[config.mk]
export PLATFORM = sky130hd
export DESIGN_NAME = tia_prep
export DESIGN_NICKNAME = d
export VERILOG_FILES = /design/src/design/tia_pkg.sv /design/src/design/tia_prep.sv
export SDC_FILE = /design/constraint.sdc
export NUM_CORES = 1
export LEC_CHECK = 0
export ABC_AREA = 1
export BUFFER_PORTS_ARGS = -buffer_cell sky130_fd_sc_hd__buf_2
export CORE_MARGIN = 4
export CORE_UTILIZATION = 45
export CTS_CLUSTER_DIAMETER = 50
export CTS_CLUSTER_SIZE = 30
export DETAILED_ROUTE_END_ITERATION = 7
export PLACE_DENSITY_LB_ADDON = 0.08
export SLEW_MARGIN = 25
export SYNTH_ARGS = -nofsm -noshare
export SYNTH_HDL_FRONTEND = slang
export SYNTH_SLANG_ARGS = --single-unit
export TNS_END_PERCENT = 10
[constraint.sdc]
create_clock -name i_clk -period 14.15 [get_ports i_clk]
set_clock_uncertainty 0.05 [all_clocks]
set_input_delay 0.7075 -clock i_clk [delete_from_list [all_inputs] [get_ports i_clk]]
set_output_delay 0.7075 -clock i_clk [all_outputs]
set_load 0.02 [all_outputs]
[src/design/tia_pkg.sv]
// Shared types, operation and tag codes for the typed integer ALU.
package tia_pkg;

    localparam int DATA_WIDTH_DEF = 64;

    // Operation codes
    localparam logic [3:0] FN_ADD = 4'd0;
    localparam logic [3:0] FN_SUB = 4'd1;
    localparam logic [3:0] FN_MUL = 4'd2;
    localparam logic [3:0] FN_DIV = 4'd3;
    localparam logic [3:0] FN_MOD = 4'd4;
    localparam logic [3:0] FN_AND = 4'd5;
    localparam logic [3:0] FN_OR  = 4'd6;
    localparam logic [3:0] FN_XOR = 4'd7;
    localparam logic [3:0] FN_EQ  = 4'd8;
    localparam logic [3:0] FN_NE  = 4'd9;
    localparam logic [3:0] FN_LT  = 4'd10;
    localparam logic [3:0] FN_LE  = 4'd11;

    // Type tags
    localparam logic [3:0] TAG_BOOL = 4'd0;
    localparam logic [3:0] TAG_U8   = 4'd1;
    localparam logic [3:0] TAG_I8   = 4'd2;
    localparam logic [3:0] TAG_U16  = 4'd3;
    localparam logic [3:0] TAG_I16  = 4'd4;
    localparam logic [3:0] TAG_U32  = 4'd5;
    localparam logic [3:0] TAG_I32  = 4'd6;
    localparam logic [3:0] TAG_U64  = 4'd7;
    localparam logic [3:0] TAG_I64  = 4'd8;

    // Status codes
    localparam logic [1:0] ST_OK          = 2'd0;
    localparam logic [1:0] ST_MISMATCH    = 2'd1;
    localparam logic [1:0] ST_UNSUPPORTED = 2'd2;
    localparam logic [1:0] ST_DIVZERO     = 2'd3;

    typedef enum logic [1:0] {
        K_PASS = 2'd0,
        K_MUL  = 2'd1,
        K_DIV  = 2'd2,
        K_MOD  = 2'd3
    } t_kind;

    typedef struct packed {
        t_kind      kind;
        logic [1:0] status;
        logic [3:0] tag;
        logic       neg_q;
        logic       neg_r;
    } t_ctl;

    typedef struct packed {
        logic [3:0]  func;
        logic [3:0]  a_tag;
        logic [63:0] a_value;
        logic [3:0]  b_tag;
        logic [63:0] b_value;
    } t_in_word;

    typedef struct packed {
        logic [3:0]  result_tag;
        logic [63:0] result_value;
        logic [1:0]  status;
    } t_out_word;

endpackage

[src/design/tia_prep.sv]
// Input stage: operation decode, status checks, quick results, cell chain setup.
module tia_prep #(
    parameter int DATA_WIDTH = tia_pkg::DATA_WIDTH_DEF
) (
    input  logic                  i_clk,
    input  logic                  i_rst_n,
    input  logic                  i_valid,
    input  tia_pkg::t_in_word     i_word,
    input  logic                  i_next_ready,
    output logic                  o_ready,
    output logic                  o_valid,
    output tia_pkg::t_ctl         o_ctl,
    output logic [DATA_WIDTH-1:0] o_r,
    output logic [DATA_WIDTH-1:0] o_s,
    output logic [DATA_WIDTH-1:0] o_d
);
    localparam int W = DATA_WIDTH;

    logic            r_valid;
    tia_pkg::t_ctl   r_ctl, n_ctl;
    logic [W-1:0]    r_r, n_r, r_s, n_s, r_d, n_d;

    logic [3:0]   func, at, bt;
    logic [W-1:0] a, b, ma, mb, sb, x, y, addsub;
    logic         uns, sgn, isint, na, nb;

    assign o_ready = !r_valid || i_next_ready;

    always_comb begin
        func = i_word.func;
        at   = i_word.a_tag;
        bt   = i_word.b_tag;
        a    = i_word.a_value[W-1:0];
        b    = i_word.b_value[W-1:0];
        uns  = (at == tia_pkg::TAG_U8) || (at == tia_pkg::TAG_U16) ||
               (at == tia_pkg::TAG_U32) || (at == tia_pkg::TAG_U64);
        sgn  = (at == tia_pkg::TAG_I8) || (at == tia_pkg::TAG_I16) ||
               (at == tia_pkg::TAG_I32) || (at == tia_pkg::TAG_I64);
        isint = uns || sgn;
        na   = sgn && a[W-1];
        nb   = sgn && b[W-1];
        ma   = na ? (~a + W'(1)) : a;
        mb   = nb ? (~b + W'(1)) : b;
        sb   = {1'b1, {(W-1){1'b0}}};
        x    = sgn ? (a ^ sb) : a;
        y    = sgn ? (b ^ sb) : b;
        addsub = (func == tia_pkg::FN_SUB) ? (a - b) : (a + b);

        n_ctl.kind   = tia_pkg::K_PASS;
        n_ctl.status = tia_pkg::ST_OK;
        n_ctl.tag    = at;
        n_ctl.neg_q  = 1'b0;
        n_ctl.neg_r  = 1'b0;
        n_r = '0;
        n_s = '0;
        n_d = '0;

        if (func > tia_pkg::FN_LE) begin
            n_ctl.status = tia_pkg::ST_UNSUPPORTED;
        end else if (at != bt) begin
            n_ctl.status = tia_pkg::ST_MISMATCH;
        end else begin
            case (func) inside
                tia_pkg::FN_ADD, tia_pkg::FN_SUB: begin
                    if (!isint) n_ctl.status = tia_pkg::ST_UNSUPPORTED;
                    else n_r = addsub;
                end
                tia_pkg::FN_MUL: begin
                    if (!isint) begin
                        n_ctl.status = tia_pkg::ST_UNSUPPORTED;
                    end else begin
                        n_ctl.kind = tia_pkg::K_MUL;
                        n_s = b;
                        n_d = a;
                    end
                end
                tia_pkg::FN_DIV, tia_pkg::FN_MOD: begin
                    if (!isint) begin
                        n_ctl.status = tia_pkg::ST_UNSUPPORTED;
                    end else if (b == '0) begin
                        n_ctl.status = tia_pkg::ST_DIVZERO;
                    end else begin
                        n_ctl.kind  = (func == tia_pkg::FN_DIV) ? tia_pkg::K_DIV
                                                                : tia_pkg::K_MOD;
                        n_ctl.neg_q = na ^ nb;
                        n_ctl.neg_r = na;
                        n_s = ma;
                        n_d = mb;
                    end
                end
                tia_pkg::FN_AND, tia_pkg::FN_OR, tia_pkg::FN_XOR: begin
                    if (at == tia_pkg::TAG_BOOL) begin
                        if (func == tia_pkg::FN_AND)     n_r = W'(a[0] & b[0]);
                        else if (func == tia_pkg::FN_OR) n_r = W'(a[0] | b[0]);
                        else                             n_r = W'(a[0] ^ b[0]);
                    end else if (!isint) begin
                        n_ctl.status = tia_pkg::ST_UNSUPPORTED;
                    end else begin
                        if (func == tia_pkg::FN_AND)     n_r = a & b;
                        else if (func == tia_pkg::FN_OR) n_r = a | b;
                        else                             n_r = a ^ b;
                    end
                end
                default: begin
                    // compares
                    if (!isint) begin
                        n_ctl.status = tia_pkg::ST_UNSUPPORTED;
                    end else begin
                        n_ctl.tag = tia_pkg::TAG_BOOL;
                        if (func == tia_pkg::FN_EQ)      n_r = W'(x == y);
                        else if (func == tia_pkg::FN_NE) n_r = W'(x != y);
                        else if (func == tia_pkg::FN_LT) n_r = W'(x < y);
                        else                             n_r = W'(x <= y);
                    end
                end
            endcase
        end

        if (n_ctl.status != tia_pkg::ST_OK) begin
            n_ctl.kind  = tia_pkg::K_PASS;
            n_ctl.tag   = tia_pkg::TAG_BOOL;
            n_ctl.neg_q = 1'b0;
            n_ctl.neg_r = 1'b0;
            n_r = '0;
            n_s = '0;
            n_d = '0;
        end
    end

    always_ff @(posedge i_clk) begin
        if (!i_rst_n) begin
            r_valid <= 1'b0;
        end else if (o_ready) begin
            r_valid <= i_valid;
        end
    end

    always_ff @(posedge i_clk) begin
        if (o_ready && i_valid) begin
            r_ctl <= n_ctl;
            r_r   <= n_r;
            r_s   <= n_s;
            r_d   <= n_d;
        end
    end

    assign o_valid = r_valid;
    assign o_ctl   = r_ctl;
    assign o_r     = r_r;
    assign o_s     = r_s;
    assign o_d     = r_d;

endmodule

==> impl_results.md, run 1 <==
* Via/cell ratio at 6.28
* Slowest library cell on the worst path: nor3_1
* Wire length per cell at around 29 µm
* Syn. warnings at 0
* Largest net degree at the start of global routing at between 90 and 100
* CP max stage delay at between 0.5 and 0.6 ns
* Die area at roughly 55000 µm²
* CTS root buf: clkbuf_16
* Num CTS Buffers at 25
* Tcrit/Tclk final at 38.6%
* Post-synth EDFFs at 202
* # DRC at 0
* CTS max path bufs at 3
* Worst path top cell family by delay: simple AND/OR/NAND/NOR gates
* #FFs+latches synth at ~200
* Synth Flop Type: edfxtp_1
* # port buffers at between 300 and 400
* Syn_area_per_cell at between 7 and 8 µm²
* Worst path required time at approximately 14 ns
* Initial antenna violation count at 17
* # hold bufs at CTS at 0
* RSZ-0062 raised after global routing: no
* Boundary Pins at between 300 and 400
* Post-route setup TNS at 0 ns
* ANT nets after route at 0
* Chip height at approximately 230 µm
* FMAX at around 180 MHz
* Vias in the first global route at between 20000 and 25000
* TritonRoute pass-1 iters at 8
* Pwr per Cell Area at approximately 80 nW/µm²
* Core area at 50400 µm²
* Initial Util at 45.7%
* Clk Latency, worst-skew pair at roughly 0.6 ns
* Slew headroom at 26.2%
* Slew Limit Fails at 0
* Sequential element share of the synthesized area at approximately a quarter
* Fraction of registers with async set/reset at 0%
* Startpoint type of the worst setup path: input pin
* Worst EP arrival at between 5 and 6 ns
* Synthesis-to-finish area growth at 13.8%
* Crit-path most repeated cell: nand2_1
* Worst Hold Class: input pin to register
* H-tree depth at 1
* Peak supply drop at 0.0889 mV
* Die Wd at approximately 230 µm
* Drt total wl at about 120 mm
* Vias at 26789
* Post-cts sizing count at 0
* Yosys top cell by area: edfxtp_1
* RePlAce Congestion at between 1 and 1.5
* First-pass GRT wire length at between 150 and 200 mm
* Yosys top cell area share at 26.4%
* Rows at 82
* Post-CTS Setup Inserts at 0
* Layout cells sized above 1 at between 10 and 15%
* Setup CP Type: input pin to register
* Max Cap Viol at 0
* Worst-Margin Slew at between 1 and 1.5 ns
* Worst-path clk slew at about 0.07 ns
* CP bufs+invs at 5
* Largest cells by area after synthesis: edfxtp_1, ha_1, nand2_1
* CP Capture Type: register
* Crit-path max FO at 6
* Mapped Cells at 3268
* Nets at just under 4000
* Post-synth cell types at 56
* GRT Util Overall at a little over two fifths
* Post-DP HPWL at slightly below 100 mm
* Status: complete, no violations
* Final hold violations at 0
* Hold_ws at between 0.2 and 0.3 ns
* Final setup violation count at 0
* Synthesized area at around 23000 µm²
* TritonCTS clock tree: built
* Final min period at ~5.5 ns
* Power Total at ~2.1 mW
* CTS Sinks at just over 200
* Total gr overflow at 0
* Layout Utilization at about half
* Initial DRC count at ~4700
* Leak pwr at 11.6 nW
* Syn_nets at 3670
## flip-flops by register name, summed over array words and instances, names as in the netlist
signal   cells
o_ctl       10
o_valid      1
o_d         64
o_r         64
o_s         64
## worst paths after layout
path / from / slack [ns] / endpoint / depth (start not counted)
max: i_word[1] / 8.68 / o_r[54] / 25
min: i_rst_n / 0.30 / o_valid / 2
max reg2reg: o_valid / 11.70 / o_r[27] / 3
min reg2reg: o_valid / 0.50 / o_valid / 2
## area by class of cell
| cell class | count | area [µm²] |
|---|---|---|
| Inverter | 393 | 1480 |
| Clock buffer | 27 | 633 |
| Clock inverter | 19 | 236 |
| Tap cell | 672 | 841 |
| Multi-Input combinational cell | 2570 | 15000 |
| Antenna cell | 16 | 40.0 |
| Sequential cell | 203 | 6090 |
| Timing Repair Buffer | 366 | 1880 |
| Fill cell | 5025 | 24200 |
## power breakdown
| group | total (mW) | internal (mW) | switching (mW) |
|---|---|---|---|
| Combinational | 0.716 | 0.189 | 0.527 |
| Sequential | 0.700 | 0.691 | 0.00920 |
| Clock | 0.684 | 0.354 | 0.330 |
| Total | 2.10 | 1.23 | 0.866 |
## layout by cell type, fill, tap and decap left out, types with 22 or more instances in the layout
cell type,n
o22ai_2,33
inv_1,370
o21ai_2,22
nand3_1,211
clkbuf_16,25
nand4_1,45
xor2_1,111
nor3_1,52
edfxtp_1,202
nor2_1,391
ha_1,256
nand2_1,647
buf_2,347
o21ai_0,285
o22ai_1,45
a21oi_1,239
o211ai_1,68
## routing by layer
metal  up-vias  track usage, %  routed length (µm)
li1      11735               -                   -
met3       349            15.3               19600
met5         -               0                  26
met1     12368            60.9               49100
met4         4            16.7                5910
met2      2333            57.3               47100
## stage by stage
stage	setup WS [ns]	instances	cell area, µm²
finish	8.68	4266	26200
global route	8.67	4265	26200
CTS	8.87	4250	26100
detailed placement	8.27	4204	25300
global placement	8.21	4204	25300
floorplan	2.83	3268	23000
## cells by family (layout without fill, tap and decap cells)
logic type	count (synthesis)	in the layout	share of synthesized area (%)
multiplexers	4	4	0.180
adder cells (fa/ha/maj)	258	258	14.1
AO/OA/AOI/OAI	765	765	19.7
other	0	16	0
flip-flops	203	203	26.5
buffers and inverters	495	805	8.57
AND/OR/NAND/NOR	1421	1421	26.3
XOR/XNOR	122	122	4.65
## cells in the mapped netlist (all sizes together), types with 17 or more instances
cell and n:
nand2 656, nor2 406, inv 388, o21ai 319, ha 257, a21oi 241, nand3 215, edfxtp 202
xor2 111, o22ai 78, clkbuf 71, o211ai 68, nor3 54, nand4 45, buf 31, nor4 21
o21bai 17
No activity file was read; power rests on OpenSTA's default activity.
==> run 2: changes to the inputs <==
Clock period 14.15 ns to 4.98 ns, I/O delays scaled along.
==> impl_results.md, run 2 (synthesis results as in run 1) <==
* Vias in the first global route at 23851 (was 24491)
* CTS root buf: clkbuf_16 (unchanged)
* P_sw at 2.46 mW (was 0.866 mW)
* Hold_ws at 0.0310 ns (was 0.297 ns)
* Worst-path clk slew at 0.07 ns (about the same)
* Final min period at between 4 and 5 ns
* CTS max path bufs at 3 (unchanged)
* Final WS setup at 0.383 ns (was 8.68 ns)
* Num CTS Buffers at 26 (was 25)
* Startpoint type of the worst setup path: input pin (unchanged)
* CTS Sinks at 203 (unchanged)
* Pre-CTS WS at -0.363 ns (was 8.27 ns)
* Worst path required time at 5.25 ns (was 14.43 ns)
* Pwr per Cell Area at 229 nW/µm² (was 80.2 nW/µm²)
* First-pass GRT wire length at 166 mm (was 169 mm)
* Boundary Pins at 348 (unchanged)
* Slew headroom at 23.3% (was 26.2%)
* # DRC at 0 (unchanged)
* Synthesis-to-finish area growth at 15.6% (was 13.8%)
* ANT nets after route at 0 (unchanged)
* Wire length per cell at 27.9 µm (was 28.5 µm)
* H-tree depth at 1 (unchanged)
* Chip height at 234 µm (unchanged)
* Initial Util at 45.7% (unchanged)
* Via/cell ratio at 6.22 (was 6.28)
* RePlAce Congestion at 1.22 (was 1.12)
* Clk Latency, worst-skew pair at 0.60 ns (about the same)
* Peak supply drop at 0.264 mV (was 0.0889 mV)
* Crit-path max FO at 5 (was 6)
* Clk pwr share at 34.1% (was 32.6%)
* Worst-Margin Slew at 1.14 ns (was 1.11 ns)
* Final hold violations at 0 (unchanged)
* Layout cells sized above 1 at 15.7% (was 14.8%)
* TritonCTS clock tree: built (unchanged)
* CP Capture Type: register (unchanged)
* Core area at 50400 µm² (unchanged)
* Leak pwr at 11.8 nW (was 11.6 nW)
* Total gr overflow at 0 (unchanged)
* Worst EP arrival at 4.87 ns (was 5.74 ns)
* Drt total wl at 120 mm (was 122 mm)
* Post-CTS Setup Inserts at 0 (unchanged)
* Comb pwr share at 33.2% (was 34.1%)
* Initial DRC count at 4471 (was 4736)
* Initial antenna violation count at 10 (was 17)
* Sw frac at 40.5% (was 41.3%)
* Vias at 26712 (was 26789)
* # port buffers at 347 (unchanged)
* Most frequent cells in the layout: nand2_1, nor2_1, inv_1 (unchanged)
* Status: complete, no violations (unchanged)
* Max Cap Viol at 0 (unchanged)
* RSZ-0062 raised after global routing: no (unchanged)
* Largest net degree at the start of global routing at 111 (was 92)
* Final setup violation count at 0 (unchanged)
* FMAX at around 220 MHz
* Internal Power at 3.62 mW (was 1.23 mW)
* Commonest non-fill, non-tap cell in the layout: nand2_1 (unchanged)
* Flop pwr share at 32.7% (was 33.3%)
* Slew Limit Fails at 0 (unchanged)
* Worst Hold Class: input pin to register (unchanged)
* TritonRoute pass-1 iters at 7 (was 8)
* GRT Util Overall at 41.6% (was 42.4%)
* Tcrit/Tclk final at 92.3%
* Die area at 54800 µm² (unchanged)
* Die Wd at 234 µm (unchanged)
* Setup CP Type: input pin to register (unchanged)
* Nets at 4000 (was 3961)
* Post-DP HPWL at 96.7 mm (was 98.8 mm)
* Rows at 82 (unchanged)
-- run 2: cell types whose count changed in the layout (fill, tap and decap cells not counted), sizes merged --
cell	delta
buf	+36
diode	-10
dlygate4sd3	+2
bufinv	+1
clkinv	+1
clkinvlp	+1
inv	-1
-- run 2: repair_timing --
item,4_1_cts,5_1_grt
hold buffers,2,0
endpoints found under the setup margin,0,1
hold endpoints to repair,1,0
gates resized for setup,0,1
-- run 2: cell type report --
| type | instances | area, µm² |
|---|---|---|
| well taps | 672 | 841 |
| fillers | 5076 | 23800 |
| multi-input cells | 2570 | 15000 |
| inverters | 393 | 1480 |
| clock inverters | 21 | 305 |
| diodes | 6 | 15.0 |
| repair buffers | 404 | 2220 |
| flip-flops and latches | 203 | 6090 |
| clock buffers | 27 | 654 |
-- run 2: path summary, 6_finish.rpt --
path | slack (ns) | to | cells after the start | startpoint
setup / recovery | 0.38 | o_r[45] | 24 | i_word[0]
hold / removal | 0.03 | o_ctl[3] | 3 | i_word[133]
setup reg to reg | 2.95 | o_r[1] | 3 | o_valid
hold reg to reg | 0.89 | o_d[47] | 2 | o_valid
-- run 2: critical path, cell delays in order --
cell and delay (ns):
buf_2 0.12, inv_1 0.19, ha_1 0.25, nand2_1 0.10
nor2_2 0.23, inv_2 0.07, nor2_2 0.28, nand3_1 0.16
nor3_1 0.25, buf_4 0.19, nand2_1 0.06, xor2_1 0.17
nand2_1 0.07, o21ai_0 0.15, ha_1 0.47, nand2_1 0.15
nor2_1 0.15, inv_1 0.10, o21ai_0 0.55, o21bai_1 0.36
a21oi_1 0.07, nand2_1 0.16, xor2_1 0.16, o21ai_0 0.14
-- run 2: metal layers --
metal / track usage, % / vias up / part of all wire [%]
met2: 56.7 / 2170 / 39
li1: - / 11783 / -
met5: 0 / - / 0.022
met1: 60.8 / 12479 / 42
met4: 13.3 / 4 / 4.1
met3: 15.0 / 276 / 15
-- run 2: metrics by stage --
step | utilization, % | area [µm²] | TNS (ns) | cells | power [mW]
detailed placement | 50.8 | 25600 | -0.381 | 4240 | 3.92
floorplan | - | 23000 | 0 | 3268 | 3.15
global placement | 50.8 | 25600 | -0.508 | 4240 | 3.91
finish | 52.8 | 26600 | 0 | 4296 | 6.08
CTS | 52.7 | 26600 | 0 | 4290 | 5.99
global route | 52.8 | 26600 | 0 | 4296 | 6.28
-- run 2: power by group through the flow --
stage / Combinational, mW / Sequential [mW] / Clock (mW)
final: 2.02 / 1.99 / 2.07
after global routing: 2.13 / 1.99 / 2.16
after CTS: 1.91 / 1.99 / 2.09
after detailed placement: 1.90 / 2.02 / 0
after global placement: 1.89 / 2.02 / 0
after floorplan: 1.00 / 2.14 / 0
