File: config.mk
export PLATFORM = sky130hd
export DESIGN_NAME = tia_cell
export DESIGN_NICKNAME = d
export VERILOG_FILES = /design/src/design/tia_pkg.sv /design/src/design/tia_cell.sv
export SDC_FILE = /design/constraint.sdc
export NUM_CORES = 1
export LEC_CHECK = 0
export BUFFER_PORTS_ARGS = -buffer_cell sky130_fd_sc_hd__buf_2
export CELL_PAD_IN_SITES_DETAIL_PLACEMENT = 1
export CELL_PAD_IN_SITES_GLOBAL_PLACEMENT = 2
export CORE_AREA = 2 2 278 143
export CTS_BUF_LIST = sky130_fd_sc_hd__clkbuf_16
export CTS_CLUSTER_DIAMETER = 150
export DETAILED_ROUTE_END_ITERATION = 8
export DIE_AREA = 0 0 280 145
export PLACE_DENSITY_LB_ADDON = 0.08
export RECOVER_POWER = 100
export SYNTH_ARGS = -nofsm -noshare
export SYNTH_HDL_FRONTEND = slang
export SYNTH_SLANG_ARGS = --single-unit
File: constraint.sdc
create_clock -name i_clk -period 19.2 [get_ports i_clk]
set_input_delay 3.84 -clock i_clk [delete_from_list [all_inputs] [get_ports i_clk]]
set_output_delay 3.84 -clock i_clk [all_outputs]
set_load 0.01 [all_outputs]
File: src/design/tia_pkg.sv
// Shared types, operation and tag codes for the typed integer ALU.
package tia_pkg;

    localparam int DATA_WIDTH_DEF = 64;

    // Operation codes
    localparam logic [3:0] FN_ADD = 4'd0;
    localparam logic [3:0] FN_SUB = 4'd1;
    localparam logic [3:0] FN_MUL = 4'd2;
    localparam logic [3:0] FN_DIV = 4'd3;
    localparam logic [3:0] FN_MOD = 4'd4;
    localparam logic [3:0] FN_AND = 4'd5;
    localparam logic [3:0] FN_OR  = 4'd6;
    localparam logic [3:0] FN_XOR = 4'd7;
    localparam logic [3:0] FN_EQ  = 4'd8;
    localparam logic [3:0] FN_NE  = 4'd9;
    localparam logic [3:0] FN_LT  = 4'd10;
    localparam logic [3:0] FN_LE  = 4'd11;

    // Type tags
    localparam logic [3:0] TAG_BOOL = 4'd0;
    localparam logic [3:0] TAG_U8   = 4'd1;
    localparam logic [3:0] TAG_I8   = 4'd2;
    localparam logic [3:0] TAG_U16  = 4'd3;
    localparam logic [3:0] TAG_I16  = 4'd4;
    localparam logic [3:0] TAG_U32  = 4'd5;
    localparam logic [3:0] TAG_I32  = 4'd6;
    localparam logic [3:0] TAG_U64  = 4'd7;
    localparam logic [3:0] TAG_I64  = 4'd8;

    // Status codes
    localparam logic [1:0] ST_OK          = 2'd0;
    localparam logic [1:0] ST_MISMATCH    = 2'd1;
    localparam logic [1:0] ST_UNSUPPORTED = 2'd2;
    localparam logic [1:0] ST_DIVZERO     = 2'd3;

    typedef enum logic [1:0] {
        K_PASS = 2'd0,
        K_MUL  = 2'd1,
        K_DIV  = 2'd2,
        K_MOD  = 2'd3
    } t_kind;

    typedef struct packed {
        t_kind      kind;
        logic [1:0] status;
        logic [3:0] tag;
        logic       neg_q;
        logic       neg_r;
    } t_ctl;

    typedef struct packed {
        logic [3:0]  func;
        logic [3:0]  a_tag;
        logic [63:0] a_value;
        logic [3:0]  b_tag;
        logic [63:0] b_value;
    } t_in_word;

    typedef struct packed {
        logic [3:0]  result_tag;
        logic [63:0] result_value;
        logic [1:0]  status;
    } t_out_word;

endpackage

File: src/design/tia_cell.sv
// One cell of the chain: one shift-add multiply step, one restoring divide step, or a pass-through.
module tia_cell #(
    parameter int DATA_WIDTH = tia_pkg::DATA_WIDTH_DEF
) (
    input  logic                  i_clk,
    input  logic                  i_rst_n,
    input  logic                  i_valid,
    input  tia_pkg::t_ctl         i_ctl,
    input  logic [DATA_WIDTH-1:0] i_r,
    input  logic [DATA_WIDTH-1:0] i_s,
    input  logic [DATA_WIDTH-1:0] i_d,
    input  logic                  i_next_ready,
    output logic                  o_ready,
    output logic                  o_valid,
    output tia_pkg::t_ctl         o_ctl,
    output logic [DATA_WIDTH-1:0] o_r,
    output logic [DATA_WIDTH-1:0] o_s,
    output logic [DATA_WIDTH-1:0] o_d
);
    localparam int W = DATA_WIDTH;

    logic          r_valid;
    tia_pkg::t_ctl r_ctl;
    logic [W-1:0]  r_r, n_r, r_s, n_s, r_d;

    logic         is_mul, is_div, fit;
    logic [W:0]   x, y, sum;

    assign o_ready = !r_valid || i_next_ready;

    // r: product accumulator or partial remainder; s: multiplier or dividend/quotient
    always_comb begin
        is_mul = (i_ctl.kind == tia_pkg::K_MUL);
        is_div = (i_ctl.kind == tia_pkg::K_DIV) || (i_ctl.kind == tia_pkg::K_MOD);
        x   = is_mul ? {1'b0, i_r[W-2:0], 1'b0} : {i_r, i_s[W-1]};
        y   = (is_mul && !i_s[W-1]) ? '0 : {1'b0, i_d};
        sum = x + (y ^ {(W+1){is_div}}) + (W+1)'(is_div);
        fit = is_div && !sum[W];
        unique case (i_ctl.kind)
            tia_pkg::K_PASS: begin
                n_r = i_r;
                n_s = i_s;
            end
            tia_pkg::K_MUL: begin
                n_r = sum[W-1:0];
                n_s = {i_s[W-2:0], 1'b0};
            end
            default: begin
                n_r = fit ? sum[W-1:0] : x[W-1:0];
                n_s = {i_s[W-2:0], fit};
            end
        endcase
    end

    always_ff @(posedge i_clk) begin
        if (!i_rst_n) begin
            r_valid <= 1'b0;
        end else if (o_ready) begin
            r_valid <= i_valid;
        end
    end

    always_ff @(posedge i_clk) begin
        if (o_ready && i_valid) begin
            r_ctl <= i_ctl;
            r_r   <= n_r;
            r_s   <= n_s;
            r_d   <= i_d;
        end
    end

    assign o_valid = r_valid;
    assign o_ctl   = r_ctl;
    assign o_r     = r_r;
    assign o_s     = r_s;
    assign o_d     = r_d;

endmodule

==> flow_metrics.py, run 1 <==
metrics = {
    "timing": {
        "finalHoldViolations": 0,
        "period_needed_ps": 13550,
        "maxSlewHeadroom_pct": -195,
        "maxSlewViolCount": 357,
        "tightestPinTransition_ps": 4420,
        "fmax_mhz": 73.8,
        "finalSetupViolCount": 0,
        "final.setup.tns_ps": 0,
        "rsz0062_at_grt": "no",
        "min_period_over_period_pct": 70.6,
        "finClkSkew_ps": 9.74,
    },
    "die": {
        "die_h_um": 145,
        "start_util_pct": 33.6,
        "die_w_um": 280,
        "core_um2": 38200,
        "ios": 410,
        "row_count": 51,
        "dieArea_um2": 40600,
    },
    "critical_path": {
        "crit_type": "in2reg",
        "worstSetupStartpointType": "primary input",
        "required_ps": 19560,
        "cp-end-kind": "flip-flop",
        "worstPathArrival_ps": 13910,
        "crit_fanout": 46,
    },
    "synthesis": {
        "synth_common_cells": "edfxtp_1, nor2_1, a21oi_1, xnor2_1, o21ai_0",
        "synthMostInstantiatedCell": "edfxtp_1",
        "synth_area_um2": 12900,
        "syn_avg_cell_area_um2": 10.8,
        "ys_ff_latch": 203,
        "ys.flop_type": "edfxtp_1",
        "synth_nets": 1464,
        "synth-async-reset-ratio_pct": 0,
        "yosysTopAreaCellShare_pct": 47.2,
        "seq_area_frac_synth_pct": 47.3,
        "yosysTopAreaCell": "edfxtp_1",
        "yosys_warnings": 0,
        "synth_edf_count": 202,
        "synthCells": 1194,
        "synthTopCellsByArea": "edfxtp_1, xnor2_1, ha_1, mux2_2, a21oi_1",
        "yosysUniqueCellTypes": 75,
    },
    "grt": {
        "antenna_found_initial": 1,
        "gr-total-overflow": 0,
        "grt.total_usage_pct": 22.4,
        "grt_pass1_vias": 11200,
        "grt_max_degree": 72,
        "grt_pass1_wl_um": 70600,
    },
    "cts": {
        "clkTransAtPathRegs_ps": 70,
        "clockBufferDepth": 3,
        "clkLatencyLatePin_ps": 540,
        "cts_tree": "built",
        "ctsHoldBuffers": 0,
        "cts.sinks": 203,
        "cts-root-buf": "clkbuf_16",
        "cts_resized": 0,
        "cts_setup_buffers": 0,
        "htree_levels": 1,
        "cts_buffers": 22,
    },
    "pwr": {
        "power_leakage_nw": 5.87,
        "p_int_mw": 0.938,
        "p_seq_share_pct": 39.0,
        "p_clk_share_pct": 29.5,
        "swShare_pct": 34.5,
        "p_sw_mw": 0.494,
        "vdd_drop_max_mv": 0.0535,
        "comb_power_share_pct": 31.5,
        "powerDensity_nw_per_um2": 91.6,
    },
    "place": {
        "place_hpwl_um": 36000,
        "place_congestion": 0.840,
        "io_buffers": 409,
        "placed_cells": 2054,
    },
    "route": {
        "detail-route-antenna-nets": 0,
        "drt-initial-drc-count": 726,
        "drt-total-wl_um": 46500,
        "dr_total_vias": 11000,
        "drc": 0,
        "wl_per_cell_um": 22.2,
        "viasPerCell": 5.23,
        "drtPass1Iterations": 6,
    },
    "layout": {
        "final_util_pct": 40.9,
        "fin_cells": 2095,
        "area_delta_synth_final_pct": 21.6,
        "nNetsFinal": 1845,
        "drive_gt1_share_pct": 16.0,
        "seqCellArea_um2": 6090,
        "multi_input_area_um2": 6380,
        "n_fill_cell": 4535,
    },
    "run": {
        "cap_viol_max_count": 7,
    },
    "status": {
        "violations": "max-capacitance violations, max-slew violations",
        "outcome": "finished with violations",
    },
    "min_path": {
        "hp-class": "reg2reg",
    },
}
path summary, 6_finish.rpt:
kind	startpoint	end	slack (ps)	depth (start not counted)
max	i_ctl[9]	o_r[63]	5650	18
min	o_valid	o_valid	570	2
max reg2reg	o_valid	o_d[14]	12140	3
min reg2reg	o_valid	o_valid	570	2
power by group through the flow:
stage               sequential (mW)  clock [mW]  combinational (mW)
floorplan                     0.590           0               0.271
global placement              0.564           0               0.456
detailed placement            0.564           0               0.461
CTS                           0.555       0.435               0.464
global route                  0.563       0.448               0.496
finish                        0.559       0.422               0.451
registers in the layout, indices dropped and copies added (netlist names):
signal and flops:
o_ctl 10, o_s 64, o_valid 1, o_d 64
o_r 64
layout make-up:
cell class              count  share of cell area [%]
clock buffers              23                    3.68
inverters                  24                   0.576
diodes                      1                  0.0160
well taps                 503                    4.03
multi-input cells         906                    40.8
flip-flops and latches    203                    38.9
repair buffers            418                    11.3
clock inverters            17                   0.672
cells in the final DEF, fill, tap and decap left out, drive strengths merged, types with 26 or more instances in the layout:
cell and instances:
a21o 26, a21oi 99, a22oi 46, buf 144
clkbuf 297, edfxtp 202, ha 63, inv 30
mux2 64, nand2 73, nor2 109, o21ai 87
xnor2 94, xor2 28
per-layer routing:
| layer | global-route usage (%) | part of all wire, % |
|---|---|---|
| met5 | 0 | 0 |
| met4 | 3.18 | 1.0 |
| met3 | 3.77 | 5.2 |
| met2 | 31.0 | 40 |
| met1 | 36.5 | 54 |
cells by family (layout without fill, tap and decap cells):
group,count (synthesis),in the layout,share of synthesized area [%]
buffers and inverters,85,482,3.01
other,0,1,0
AOI/OAI and AO/OA,355,355,17.8
DFF,203,203,47.3
xor gates and xnor gates,122,122,8.31
and+or+nand+nor,285,285,10.4
muxes,80,80,6.85
adders and majority gates,64,64,6.29
worst max-delay path, cell delays in order:
cell and delay (ps):
clkbuf_1 1420, clkbuf_1 1770, clkbuf_1 1750, xnor2_1 340, nor2_1 200, ha_1 300, nor2b_1 170, o31a_1 300
o21ai_2 300, o2111ai_2 260, a31oi_1 650, or3_1 210, o211a_1 1000, nor2b_4 60, buf_4 400, nor2_2 550
o21ai_0 180, o211ai_1 130
through the flow:
stage / cell area, um^2 / hold WS [ps] / power [mW] / setup slack, ps
4_1_cts: 16000 / 569 / 1.45 / 9760
2_1_floorplan: 12900 / 610 / 0.861 / 9950
6_report: 15600 / 566 / 1.43 / 5650
5_1_grt: 15600 / 609 / 1.51 / 4770
3_5_place_dp: 15300 / 560 / 1.02 / 9210
3_3_place_gp: 15300 / 514 / 1.02 / 9390
No activity file was read; power rests on OpenSTA's default activity.
==> run 2, diff against run 1 <==
--- a/config.mk
+++ b/config.mk
@@ -5,14 +5,15 @@
 export SDC_FILE = /design/constraint.sdc
 export NUM_CORES = 1
 export LEC_CHECK = 0
+export ABC_AREA = 1
 export BUFFER_PORTS_ARGS = -buffer_cell sky130_fd_sc_hd__buf_2
 export CELL_PAD_IN_SITES_DETAIL_PLACEMENT = 1
 export CELL_PAD_IN_SITES_GLOBAL_PLACEMENT = 2
-export CORE_AREA = 2 2 278 143
+export CORE_AREA = 2 2 318 163
 export CTS_BUF_LIST = sky130_fd_sc_hd__clkbuf_16
 export CTS_CLUSTER_DIAMETER = 150
 export DETAILED_ROUTE_END_ITERATION = 8
-export DIE_AREA = 0 0 280 145
+export DIE_AREA = 0 0 320 165
 export PLACE_DENSITY_LB_ADDON = 0.08
 export RECOVER_POWER = 100
 export SYNTH_ARGS = -nofsm -noshare
==> constraint.sdc (replaced) <==
create_clock -name i_clk -period 13.4 [get_ports i_clk]
set_input_delay 2.68 -clock i_clk [delete_from_list [all_inputs] [get_ports i_clk]]
set_output_delay 2.68 -clock i_clk [all_outputs]
set_load 0.01 [all_outputs]
==> flow_metrics.py, run 2 <==
metrics = {
    "synthesis": {
        "ys_ff_latch": 203,
        "synth_common_cells": "nand2_1, edfxtp_1, inv_1, nand3_1, nor2_1",
        "synth_nets": 2180,
        "yosys_warnings": 0,
        "synth_area_um2": 14400,
        "synthTopCellsByArea": "edfxtp_1, nand2_1, nand3_1, ha_1, inv_1",
        "yosysTopAreaCellShare_pct": 42.2,
        "synthCells": 1910,
        "yosysTopAreaCell": "edfxtp_1",
        "synthMostInstantiatedCell": "nand2_1",
        "syn_avg_cell_area_um2": 7.53,
        "synth_edf_count": 202,
        "ys.flop_type": "edfxtp_1",
        "yosysUniqueCellTypes": 43,
        "synth-async-reset-ratio_pct": 0,
        "seq_area_frac_synth_pct": 42.3,
    },
    "critical_path": {
        "cp_num_buf_inv": 4,
        "path_cells": "clkbuf_1, clkbuf_1, nor2_1, nor3_1, inv_1, fa_1, nand3b_1, nand2_1, nand2_1, nand2_1, nand2_1, nand2_1, nand2_2, nand2_1, nand2_1, nand3_1, nand3_4, nand2_4, inv_1, o21ai_0",
        "cpMostUsedCell": "nand2_1",
        "critPathTopFamily": "buffers and inverters",
        "crit_type": "in2reg",
        "worstPathArrival_ps": 10150,
        "crit_fanout": 59,
        "required_ps": 13780,
        "crit_path_max_incr_delay_ps": 2630,
        "cp-end-kind": "flip-flop",
        "worst_path_max_delay_cell": "clkbuf_1",
        "worstSetupStartpointType": "primary input",
    },
    "timing": {
        "rsz0062_at_grt": "no",
        "min_period_over_period_pct": 72.9,
        "maxSlewViolCount": 322,
        "finalSetupViolCount": 0,
        "period_needed_ps": 9770,
        "finalHoldViolations": 0,
        "finClkSkew_ps": 18.7,
        "tightestPinTransition_ps": 3700,
        "maxSlewHeadroom_pct": -146,
        "final.setup.tns_ps": 0,
        "fmax_mhz": 102,
    },
    "route": {
        "detail-route-antenna-nets": 0,
        "wl_per_cell_um": 20.0,
        "drt-met1-wl_um": 28800,
        "top_layer": "met5",
        "drt-total-wl_um": 59300,
        "wl_met3_um": 2850,
        "drc": 0,
        "drt-initial-drc-count": 999,
        "dr_total_vias": 14200,
        "routed-wl-met2_um": 26600,
        "drtPass1Iterations": 5,
        "viasPerCell": 4.78,
    },
    "grt": {
        "antenna_found_initial": 2,
        "grt_pass1_vias": 14300,
        "grt.total_usage_pct": 22.1,
        "gr-total-overflow": 0,
        "grt_max_degree": 114,
        "grt_pass1_wl_um": 88800,
    },
    "layout": {
        "drive_gt1_share_pct": 9.24,
        "layout_commonest_cell": "nand2_1",
        "nNetsFinal": 2561,
        "fin_cells": 2964,
        "n_antenna_cell": 0,
        "area_delta_synth_final_pct": 20.4,
        "mostFrequentLayoutCells": "nand2_1, clkbuf_1, inv_1, edfxtp_1, nand3_1",
        "final_util_pct": 34.8,
        "stdcell_area_um2": 17300,
    },
    "cts": {
        "cts_setup_buffers": 0,
        "clkLatencyLatePin_ps": 570,
        "cts-root-buf": "clkbuf_16",
        "clkTransAtPathRegs_ps": 60,
        "cts_resized": 0,
        "cts_buffers": 22,
        "htree_levels": 1,
        "clockBufferDepth": 3,
        "cts_tree": "built",
        "ctsHoldBuffers": 0,
        "cts.sinks": 203,
    },
    "place": {
        "place_hpwl_um": 46300,
        "placed_cells": 2927,
        "placed_cell_area_um2": 17000,
        "io_buffers": 409,
        "place_congestion": 0.934,
    },
    "die": {
        "start_util_pct": 28.9,
        "row_count": 58,
        "die_h_um": 165,
        "dieArea_um2": 52800,
        "core_um2": 49800,
        "ios": 410,
        "die_w_um": 320,
    },
    "run": {
        "cap_viol_max_count": 6,
    },
    "status": {
        "violations": "max-capacitance violations, max-slew violations",
        "outcome": "finished with violations",
    },
    "pwr": {
        "vdd_drop_max_mv": 0.0732,
        "power_leakage_nw": 7.53,
        "powerDensity_nw_per_um2": 116,
    },
    "min_path": {
        "hp-class": "reg2reg",
    },
}
-- run 2: cell types whose count changed in the layout (fill, tap and decap cells not counted), moves of 45 or more --
cell / delta
xnor2_1: -72
inv_1: +181
nand3_1: +150
mux2_2: -63
nand2_1: +575
a22oi_1: -45
nor2_1: +46
o21ai_0: +48
-- run 2: cells by family after synthesis --
| family | after synthesis | synth area share [%] |
|---|---|---|
| adder cells (fa/ha/maj) | 64 | 5.62 |
| AND/OR/NAND/NOR | 1029 | 30.0 |
| XOR/XNOR | 46 | 2.80 |
| AO/OA/AOI/OAI | 295 | 11.7 |
| flip-flops | 203 | 42.3 |
| buffers and inverters | 273 | 7.58 |
-- run 2: layout make-up --
| type | instances | area (um^2) |
|---|---|---|
| fillers | 6386 | 32500 |
| multi-input cells | 1434 | 7170 |
| flip-flops and latches | 203 | 6090 |
| repair buffers | 418 | 1760 |
| well taps | 660 | 826 |
| inverters | 212 | 798 |
| clock buffers | 22 | 551 |
| clock inverters | 15 | 124 |
-- run 2: power breakdown --
part	switching, mW	internal, mW	total (mW)
registers	0.0152	0.773	0.788
clock network	0.276	0.335	0.612
logic	0.416	0.184	0.601
-- run 2: final timing paths --
kind | start | to | slack [ps] | cells after the start
worst max-delay path | i_ctl[9] | o_r[21] | 3630 | 20
worst min-delay path | o_valid | o_valid | 520 | 2
worst max register to register | o_valid | o_r[54] | 7330 | 3
worst min register to register | o_valid | o_valid | 520 | 2
-- run 2: worst min-delay path: stages, from the launching register on --
cell	delay [ps]
dfxtp_1	320
nand2_1	80
a21boi_0	70
-- run 2: metal layers --
metal / track usage (%) / vias up
met5: 0 / -
met3: 3.84 / 44
met2: 36.8 / 283
li1: - / 7078
met1: 30.5 / 6772
met4: 3.29 / 2
-- run 2: per-stage QoR --
step	power, mW	hold slack (ps)	setup WS (ps)
after floorplan	1.19	595	155
after global placement	1.42	540	5880
after detailed placement	1.42	546	5720
after CTS	2.05	555	6310
after global routing	2.12	601	3100
final	2.00	519	3630
==> run 3, diff against run 2 <==
--- a/config.mk
+++ b/config.mk
@@ -5,15 +5,15 @@
 export SDC_FILE = /design/constraint.sdc
 export NUM_CORES = 1
 export LEC_CHECK = 0
-export ABC_AREA = 1
+export ABC_AREA = 0
 export BUFFER_PORTS_ARGS = -buffer_cell sky130_fd_sc_hd__buf_2
 export CELL_PAD_IN_SITES_DETAIL_PLACEMENT = 1
 export CELL_PAD_IN_SITES_GLOBAL_PLACEMENT = 2
-export CORE_AREA = 2 2 318 163
+export CORE_AREA = 2 2 301 154
 export CTS_BUF_LIST = sky130_fd_sc_hd__clkbuf_16
 export CTS_CLUSTER_DIAMETER = 150
 export DETAILED_ROUTE_END_ITERATION = 8
-export DIE_AREA = 0 0 320 165
+export DIE_AREA = 0 0 303 156
 export PLACE_DENSITY_LB_ADDON = 0.08
 export RECOVER_POWER = 100
 export SYNTH_ARGS = -nofsm -noshare
==> constraint.sdc (replaced) <==
create_clock -name i_clk -period 7.85 [get_ports i_clk]
set_input_delay 1.57 -clock i_clk [delete_from_list [all_inputs] [get_ports i_clk]]
set_output_delay 1.57 -clock i_clk [all_outputs]
set_load 0.01 [all_outputs]
==> flow_metrics.py, run 3 (synthesized netlist as in run 1, its figures left out) <==
metrics = {
    "status": {
        "outcome": "finished with violations",
        "violations": "design-rule violations, max-capacitance violations, max-slew violations",
    },
    "route": {
        "drt-total-wl_um": 48900,
        "drc": 16,
        "detail-route-antenna-nets": 0,
        "viasPerCell": 5.01,
        "drtPass1Iterations": 9,
        "wl_per_cell_um": 22.3,
        "dr_total_vias": 11000,
        "drt-initial-drc-count": 737,
    },
    "timing": {
        "finClkSkew_ps": 11.4,
        "fmax_mhz": 142,
        "maxSlewViolCount": 180,
        "maxSlewHeadroom_pct": -193,
        "period_needed_ps": 7030,
        "tightestPinTransition_ps": 4400,
        "final.setup.tns_ps": 0,
        "whs_ps": 553,
        "rsz0062_at_grt": "no",
        "finalHoldViolations": 0,
        "min_period_over_period_pct": 89.6,
        "finalSetupViolCount": 0,
    },
    "place": {
        "place_congestion": 0.866,
        "placed_cells": 2152,
        "io_buffers": 409,
        "place_hpwl_um": 38400,
    },
    "pwr": {
        "p_seq_share_pct": 38.0,
        "p_clk_share_pct": 30.9,
        "p_int_mw": 2.36,
        "power_leakage_nw": 5.90,
        "powerDensity_nw_per_um2": 226,
        "swShare_pct": 34.1,
        "p_sw_mw": 1.22,
        "vdd_drop_max_mv": 0.121,
        "comb_power_share_pct": 31.1,
    },
    "layout": {
        "drive_gt1_share_pct": 16.6,
        "layout_commonest_cell": "clkbuf_1",
        "n_antenna_cell": 0,
        "final_util_pct": 35.5,
        "fin_cells": 2193,
        "nNetsFinal": 1849,
        "mostFrequentLayoutCells": "clkbuf_1, edfxtp_1, buf_2, nor2_1, a21oi_1",
        "area_delta_synth_final_pct": 23.3,
    },
    "cts": {
        "ctsHoldBuffers": 0,
        "cts_tree": "built",
        "clkLatencyLatePin_ps": 540,
        "cts-root-buf": "clkbuf_16",
        "clkTransAtPathRegs_ps": 70,
        "htree_levels": 1,
        "clockBufferDepth": 3,
        "cts_setup_buffers": 0,
        "cts_buffers": 23,
        "cts.sinks": 203,
        "cts_resized": 0,
    },
    "die": {
        "row_count": 55,
        "ios": 410,
        "die_h_um": 156,
        "die_w_um": 303,
        "dieArea_um2": 47300,
        "core_um2": 44700,
        "start_util_pct": 28.8,
    },
    "critical_path": {
        "worstPathArrival_ps": 7380,
        "crit_path_max_incr_delay_ps": 720,
        "path_cells": "clkbuf_1, nand2b_1, nor2_4, buf_12, nor2_1, ha_1, nand2_1, nor4_4, nand2_1, o2111ai_1, a31oi_2, o41ai_1, o211a_4, nor2b_4, inv_1, nand2_2, buf_4, o31ai_1",
        "crit_type": "in2reg",
        "worstSetupStartpointType": "primary input",
        "worst_path_max_delay_cell": "o41ai_1",
        "cpMostUsedCell": "nand2_1",
        "required_ps": 8190,
        "crit_fanout": 32,
        "cp-end-kind": "flip-flop",
    },
    "grt": {
        "grt_max_degree": 106,
        "grt_pass1_vias": 11100,
        "antenna_found_initial": 0,
        "grt.total_usage_pct": 20.1,
        "grt_pass1_wl_um": 72300,
        "gr-total-overflow": 0,
    },
    "min_path": {
        "hp-class": "reg2reg",
    },
    "run": {
        "cap_viol_max_count": 4,
    },
}
run 3: changes by cell type in the layout (fill, tap and decap cells not counted), moves of 11 or more:
cell      delta
nand2_1    -575
inv_1      -184
nand3_1    -150
xnor2_1     +72
mux2_2      +64
o21ai_0     -47
a22oi_1     +45
nor2_1      -45
a21o_1      +22
nor2b_1     +22
a211oi_1    +16
mux2i_1     +16
nor3_1      +13
nand3b_1    -11
run 3: final timing paths:
check	start	to	slack, ps	cells after the start
max	i_ctl[8]	o_r[60]	820	18
min	o_valid	o_valid	550	2
max reg2reg	o_valid	o_r[15]	2270	3
min reg2reg	o_valid	o_valid	550	2
run 3: layer usage:
metal | global-route usage (%) | vias up | wire [um]
met3 | 2.95 | 36 | 2200
met5 | 0 | - | 0
met1 | 33.4 | 5422 | 27100
met4 | 2.77 | 0 | 572
li1 | - | 5254 | -
met2 | 26.8 | 265 | 19100
run 3: stage by stage:
stage	instance area, um^2	power, mW	setup WS, ps
floorplan	12900	2.11	873
global placement	15500	2.52	885
detailed placement	15500	2.52	715
CTS	16200	3.66	1290
global route	15800	3.78	532
finish	15800	3.59	817
run 3: cell type report:
class | count | area, um^2
Clock buffer | 23 | 576
Clock inverter | 18 | 166
Fill cell | 5194 | 28800
Inverter | 24 | 90.1
Multi-Input combinational cell | 906 | 6370
Sequential cell | 203 | 6090
Tap cell | 598 | 748
Timing Repair Buffer | 421 | 1820
run 3: critical path: cells and delay by family:
family / cells / cell delay, ps
buffers and inverters: 4 / 1040
AO/OA/AOI/OAI: 5 / 2390
AND/OR/NAND/NOR: 8 / 1820
adder cells (fa/ha/maj): 1 / 440
run 3: power groups by stage:
| stage | clock network (mW) | logic [mW] | registers (mW) |
|---|---|---|---|
| 2_1_floorplan | 0 | 0.663 | 1.44 |
| 6_report | 1.11 | 1.11 | 1.36 |
| 4_1_cts | 1.15 | 1.15 | 1.36 |
| 3_5_place_dp | 0 | 1.14 | 1.38 |
| 5_1_grt | 1.19 | 1.23 | 1.37 |
| 3_3_place_gp | 0 | 1.14 | 1.38 |
